File: config.mk
export PLATFORM = sky130hd
export DESIGN_NAME = ppj_cell
export DESIGN_NICKNAME = d
export VERILOG_FILES = /design/src/rtl/ppj_pkg.sv /design/src/rtl/ppj_cell.sv
export SDC_FILE = /design/constraint.sdc
export NUM_CORES = 1
export LEC_CHECK = 0
export BUFFER_PORTS_ARGS = -buffer_cell sky130_fd_sc_hd__buf_4
export CORE_AREA = 2 2 150 299
export CTS_CLUSTER_DIAMETER = 30
export DETAILED_ROUTE_END_ITERATION = 7
export DIE_AREA = 0 0 152 301
export PLACE_DENSITY_LB_ADDON = 0.2
export SLEW_MARGIN = 20
export SYNTH_ARGS = -nofsm -noshare
export SYNTH_HDL_FRONTEND = slang
export SYNTH_SLANG_ARGS = --single-unit
File: constraint.sdc
create_clock -name clk_i -period 0.8 [get_ports clk_i]
set_input_delay 0.12 -clock clk_i [delete_from_list [all_inputs] [get_ports clk_i]]
set_output_delay 0.12 -clock clk_i [all_outputs]
set_load 0.02 [all_outputs]
File: src/rtl/ppj_pkg.sv
`timescale 1ns / 1ps
package ppj_pkg;

  localparam int IMAGE_WIDTH  = 120;
  localparam int IMAGE_HEIGHT = 120;

  localparam int COL_BITS  = $clog2(IMAGE_WIDTH);
  localparam int ROW_BITS  = $clog2(IMAGE_HEIGHT);
  localparam int Q_BITS    = (COL_BITS > ROW_BITS) ? COL_BITS : ROW_BITS;
  localparam int GRAY_BITS = 8;
  localparam int NUM_CELLS = (Q_BITS > GRAY_BITS) ? Q_BITS : GRAY_BITS;
  localparam int BIT_W     = $clog2(NUM_CELLS);

  localparam int DIV_W = 18;
  localparam int REM_W = DIV_W + Q_BITS;
  localparam int N_W   = 28;
  localparam int A_W   = 29;
  localparam int T_W   = 23;
  localparam int S_W   = 32;
  localparam int S65_W = 48;

  typedef enum logic [1:0] {
    REG_FOCAL = 2'd0,
    REG_NEAR  = 2'd1,
    REG_FAR   = 2'd2
  } ppj_reg_e;

  typedef struct packed {
    logic [9:0]  focal;
    logic [14:0] near_d;
    logic [14:0] far_d;
  } ppj_cfg_t;

  typedef struct packed {
    logic              vld;
    logic              last;
    logic              wr;
    logic              gzero;
    logic [REM_W-1:0]  col_rem;
    logic [Q_BITS-1:0] col_q;
    logic [REM_W-1:0]  row_rem;
    logic [Q_BITS-1:0] row_q;
    logic [DIV_W-1:0]  div;
    logic [T_W-1:0]    t;
    logic [14:0]       dd;
    logic [S65_W-1:0]  s65;
    logic [7:0]        g;
  } ppj_cell_t;

endpackage

File: src/rtl/ppj_cell.sv
`timescale 1ns / 1ps
module ppj_cell import ppj_pkg::*; (
  input  logic             clk_i,
  input  logic             rst_ni,
  input  logic [BIT_W-1:0] bit_i,
  input  ppj_cell_t        cell_i,
  output ppj_cell_t        cell_o
);

  ppj_cell_t        cell_d, cell_q;
  logic             vld_q;
  logic [REM_W-1:0] step_e;
  logic [T_W-1:0]   tt;
  logic [45:0]      sq;

  always_comb begin
    cell_d = cell_i;
    step_e = REM_W'(cell_i.div) << bit_i;
    tt     = cell_i.t - (T_W'(cell_i.dd) << bit_i);
    sq     = 46'(tt) * 46'(tt);
    if (32'(bit_i) < Q_BITS) begin
      if (cell_i.col_rem >= step_e) begin
        cell_d.col_rem = cell_i.col_rem - step_e;
        cell_d.col_q   = cell_i.col_q | (Q_BITS'(1) << bit_i);
      end
      if (cell_i.row_rem >= step_e) begin
        cell_d.row_rem = cell_i.row_rem - step_e;
        cell_d.row_q   = cell_i.row_q | (Q_BITS'(1) << bit_i);
      end
    end
    if (32'(bit_i) < GRAY_BITS) begin
      if (S65_W'(sq) >= cell_i.s65) begin
        cell_d.t = tt;
        cell_d.g = cell_i.g | (8'(1) << bit_i);
      end
    end
  end

  always_ff @(posedge clk_i) begin
    cell_q <= cell_d;
  end

  always_ff @(posedge clk_i or negedge rst_ni) begin
    if (!rst_ni) begin
      vld_q <= 1'b0;
    end else begin
      vld_q <= cell_i.vld;
    end
  end

  always_comb begin
    cell_o     = cell_q;
    cell_o.vld = vld_q;
  end

endmodule

==> reports/qor.csv, run 1 <==
stage,metric,value,unit
place,gp_congestion,1.078,
global_route,grt_pass1_vias,36600,
clock_network,htree_levels,4,
clock_network,root_buffer,clkbuf_16,
place,portBuffers,364,
floorplan,die_width,152,um
synth,ys_types,84,
synth,synth_cells,2844,
synth,async_flop_share,0.005556,
synth,yosysSeqAreaShare,0.1393,
floorplan,start_util,0.5973,
synth,ys.flop_type,dfxtp_1,
synth,synth.net_count,3703,
run_status,status,stopped before the end,
clock_network,numCtsBuffers,17,
global_route,grt_max_degree,45,
synth,synth_seq_cells,180,
synth,avgSynthCellArea,9.109,um2
synth,synth_edf_count,0,
run_status,error,[ERROR GRT-0116] Global routing finished with congestion. Check the congestion regions in the DRC Viewer.,
place,place_worst_setup_slack,-10.21,ns
global_route,grt_overflow_total,39,
floorplan,boundaryPins,365,
floorplan,num_rows,108,
floorplan,die_h,301,um
synth,syn_area,0.02591,mm2
run_status,haltStage,global routing,
global_route,grtUsageTotal,0.6354,
global_route,grt_pass1_wl,218.3,mm
place,dp.cells,4397,
synth,yosysWarnings,0,
place,dp_hpwl,78.34,mm
clock_network,cts_buffer_depth,2,
clock_network,clock_sinks,180,
## per-stage QoR
stage               hold slack (ns)  area, um2
floorplan                   -0.1756      26170
global placement            -0.1046      34660
detailed placement          -0.1023      34660
CTS                        -0.01479      39430
## repair_timing
action,4_1_cts
pin swaps,152
setup endpoints to repair,275
cloned,12
gates resized for setup,386
hold endpoints to repair,178
setup buffers,61
hold buffers,177
## layer usage
| layer | track usage | overflow |
|---|---|---|
| met1 | 0.5631 | 0 |
| met2 | 0.9055 | 12 |
| met3 | 0.3898 | 0 |
| met4 | 0.7410 | 27 |
| met5 | 0.08042 | 0 |
## cell usage after synthesis, types with 15 or more instances
| master | instances | share of area |
|---|---|---|
| inv_1 | 586 | 0.085 |
| fa_1 | 391 | 0.30 |
| ha_1 | 283 | 0.14 |
| nand2_1 | 219 | 0.032 |
| nor2_1 | 214 | 0.031 |
| dfxtp_1 | 179 | 0.14 |
| a21oi_1 | 127 | 0.025 |
| a21o_1 | 97 | 0.028 |
| o21ai_0 | 72 | 0.014 |
| xnor2_1 | 69 | 0.023 |
| clkbuf_1 | 62 | 0.0090 |
| mux2i_1 | 56 | 0.022 |
| xor2_1 | 37 | 0.013 |
| nand3_1 | 36 | 0.0070 |
| mux2_2 | 34 | 0.015 |
| nand2b_1 | 31 | 0.0075 |
| nand4_1 | 26 | 0.0063 |
| nor3_1 | 23 | 0.0044 |
| nor2b_1 | 22 | 0.0053 |
| o21a_1 | 19 | 0.0055 |
| mux2_4 | 17 | 0.0099 |
| a211oi_1 | 16 | 0.0046 |
| o21bai_1 | 16 | 0.0046 |
| and3_1 | 15 | 0.0036 |
## kinds of logic after synthesis
group | Yosys count | synth area share
AND/OR/NAND/NOR | 625 | 0.1077
multiplexers | 121 | 0.05844
AO/OA/AOI/OAI | 456 | 0.1172
XOR/XNOR | 109 | 0.03796
flip-flops | 180 | 0.1393
buffers and inverters | 679 | 0.1006
adder cells (fa/ha/maj) | 674 | 0.4388
==> run 2: changes to the inputs <==
--- a/config.mk
+++ b/config.mk
@@ -6,11 +6,10 @@
 export NUM_CORES = 1
 export LEC_CHECK = 0
 export BUFFER_PORTS_ARGS = -buffer_cell sky130_fd_sc_hd__buf_4
-export CORE_AREA = 2 2 150 299
-export CTS_CLUSTER_DIAMETER = 30
+export CORE_AREA = 2 2 258 260
 export DETAILED_ROUTE_END_ITERATION = 7
-export DIE_AREA = 0 0 152 301
-export PLACE_DENSITY_LB_ADDON = 0.2
+export DIE_AREA = 0 0 260 262
+export PLACE_DENSITY_LB_ADDON = 0.15
 export SLEW_MARGIN = 20
 export SYNTH_ARGS = -nofsm -noshare
 export SYNTH_HDL_FRONTEND = slang
==> run 2 against run 1 <==
- the flow now finishes, with violations (setup timing)
- synthesized area is the same
- synthesized cell count unchanged
==> reports/qor.csv, run 2 <==
stage,metric,value,unit,change
run_status,status,"finished, violations left",,
run_status,violations,setup timing,,
global_route,grt_max_degree,35,,
clock_network,htree_levels,4,,unchanged
synth,async_flop_share,0.005556,,unchanged
synth,ys_top_cells_by_count,"inv_1 (586), fa_1 (391), ha_1 (283)",,
cells_and_area,fill_cells,5693,,
route,viasPerCell,4.994,,
sta,rsz0062_at_grt,yes,,
setup_path,cp-endpoint,cell_o[4]$_DFF_P_,,
synth,synth.most_common_cell,inv_1,,
setup_path,crit_arrival,10.44,ns,
sta,fmax,99.55,MHz,
cells_and_area,syn2layout_area_growth,54.32,%,
synth,synth_edf_count,0,,unchanged
synth,ys_types,84,,unchanged
setup_path,cp_common_cell,fa_1,,
setup_path,cp_max_fo,8,,
global_route,grt_overflow_total,0,,
sta,post-route-min-period,10.04,ns,
synth,synth.net_count,3703,,unchanged
sta,drv_slew,0,,
sta,setup_viol,275,,
synth,synth_cells,2844,,unchanged
global_route,grt_pass1_vias,26790,,
floorplan,die_width,260,um,+71%
floorplan,boundaryPins,365,,unchanged
sta,worstMarginPinSlew,0.6258,ns,
cells_and_area,multi_input_area,0.02112,mm2,
setup_path,criticalPathCategory,input pin to flop,,
global_route,grt_antenna_before_repair,6,,
synth,avgSynthCellArea,9.109,um2,unchanged
route,drc_errors,0,,
route,vias,25010,,
clock_network,clock_sinks,180,,unchanged
setup_path,end_kind,flop,,
floorplan,start_util,0.3969,,-0.2004
setup_path,cp-startpoint,bit_i[1],,
route,first_pass_iters,5,,
sta,timing.final.crit_share,12.56,,
sta,layout_setup_ws,-9.245,ns,
sta,timing.hold.ws,0.03727,ns,
synth,ys.flop_type,dfxtp_1,,
sta,timing.slew.headroom,0.5784,,
cells_and_area,largest_reg_flops,179,,
cells_and_area,drive_gt1_frac,0.3828,,
route,drtIter0Drc,1255,,
floorplan,num_rows,94,,-13%
route,wl_per_cell,19.10,um,
cells_and_area,layout_commonest_cell,buf_4,,
sta,setup_tns,-490.87,ns,
setup_path,cp_slowest_cell,fa_1,,
synth,ys_top_cells_by_area,"fa_1 (30%), dfxtp_1 (14%), ha_1 (14%)",,
setup_path,startpoint_type,input pin,,
synth,synth_top_area_cell,fa_1,,
synth,yosysWarnings,0,,unchanged
clock_network,cts_buffer_depth,2,,unchanged
sta,hold_viol,0,,
cells_and_area,layout_common_cells,"buf_4 (1064), inv_1 (565), fa_1 (368)",,
clock_network,root_buffer,clkbuf_16,,
place,gp_congestion,0.9071,,-16%
global_route,grt_pass1_wl,145.1,mm,
synth,synth_seq_cells,180,,unchanged
place,portBuffers,364,,unchanged
clock_network,numCtsBuffers,17,,unchanged
floorplan,core,0.06528,mm2,
clock_network,cts_tree,yes,,
setup_path,slowest_delay,0.58,ns,
place,dp_hpwl,78.05,mm,-0.36%
synth,yosysSeqAreaShare,0.1393,,unchanged
flow_run,drv_cap,0,,
route,finalWirelength,95.63,mm,
place,place_worst_setup_slack,-10.54,ns,-0.3277 ns
cells_and_area,nets,4984,,
worst_hold_path,hold_class,input pin to flop,,
cells_and_area,regArea,0.003679,mm2,
global_route,grtUsageTotal,0.2776,,
route,ant_nets,0,,
floorplan,die_h,262,um,-13%
floorplan,die_area,0.06812,mm2,
setup_path,cp_data_required_time,1.19,ns,
synth,synth_top_area_frac,0.3021,,unchanged
synth,syn_area,0.02591,mm2,unchanged
clock_network,clkSlewWorstSetupHoldPaths,0.08,ns,
-- run 2: cell counts after synthesis --
Identical to the previous run, type by type.
-- run 2: cell families (layout without fill, tap and decap cells) --
logic type,after synthesis,after routing,share of synthesized area
flops,180,180,0.1393
xor+xnor,109,109,0.03796
buf+inv,679,1970,0.1006
mux,121,121,0.05844
other cells,0,6,0
fa+ha+maj,674,674,0.4388
simple gates,625,628,0.1077
compound gates,456,456,0.1172
-- run 2: layout make-up --
cell class,instances,area share
multi-input cells,1988,0.5284
flip-flops and latches,180,0.09201
inverters,594,0.05633
well taps,864,0.02704
repair buffers,1343,0.2801
clock buffers,21,0.01177
clock inverters,11,0.003849
repair inverters,1,0.0001878
diodes,6,0.0003756
-- run 2: worst min path at each step --
| stage | startpoint | end | slack (ns) | cells after the start |
|---|---|---|---|---|
| 3_5_place_dp | rst_ni | vld_q$_DFF_PN0_ | -0.10 | 1 |
| 6_report | cell_i[151] | cell_o[151]$_DFF_P_ | 0.04 | 4 |
| 2_1_floorplan | rst_ni | vld_q$_DFF_PN0_ | -0.18 | 0 |
| 5_1_grt | cell_i[151] | cell_o[151]$_DFF_P_ | 0.05 | 4 |
| 4_1_cts | cell_i[72] | cell_o[72]$_DFF_P_ | -0.03 | 4 |
| 3_3_place_gp | rst_ni | vld_q$_DFF_PN0_ | -0.11 | 1 |
-- run 2: per-stage QoR --
stage / area (um2) / util / instances
6_report: 39980 / 0.6125 / 5008
2_1_floorplan: 26170 / - / 2844
4_1_cts: 38860 / 0.5953 / 4974
3_3_place_gp: 35150 / 0.5385 / 4725
5_1_grt: 39980 / 0.6124 / 5007
3_5_place_dp: 35150 / 0.5385 / 4725
-- run 2: per-layer routing --
metal  vias up  routed length [um]  GRT usage
li1      11700                   -          -
met1     12540               37620     0.3331
met2       578               50570     0.5011
met3       187                3511    0.03414
met4         2                3913     0.1164
met5         -                  13          0
-- run 2: critical path, delay by kind of cell --
family	cells	cell delay, ns
fa+ha+maj	10	4.44
compound gates	14	2.55
buf+inv	11	1.57
simple gates	5	0.87
mux	3	0.50
xor+xnor	2	0.33
-- run 2: timing repair --
item / CTS / global route
endpoints found under the setup margin: 275 / 275
hold buffers: 177 / 1
buffers inserted: 32 / 31
hold endpoints to repair: 177 / 1
gates cloned: 9 / 3
pin swaps: 84 / 138
resized for setup: 230 / 231
Power of run 2 is left out: the tool's default activity adds up to more than one toggle a clock period on the data nets, which glitch-free logic cannot reach.
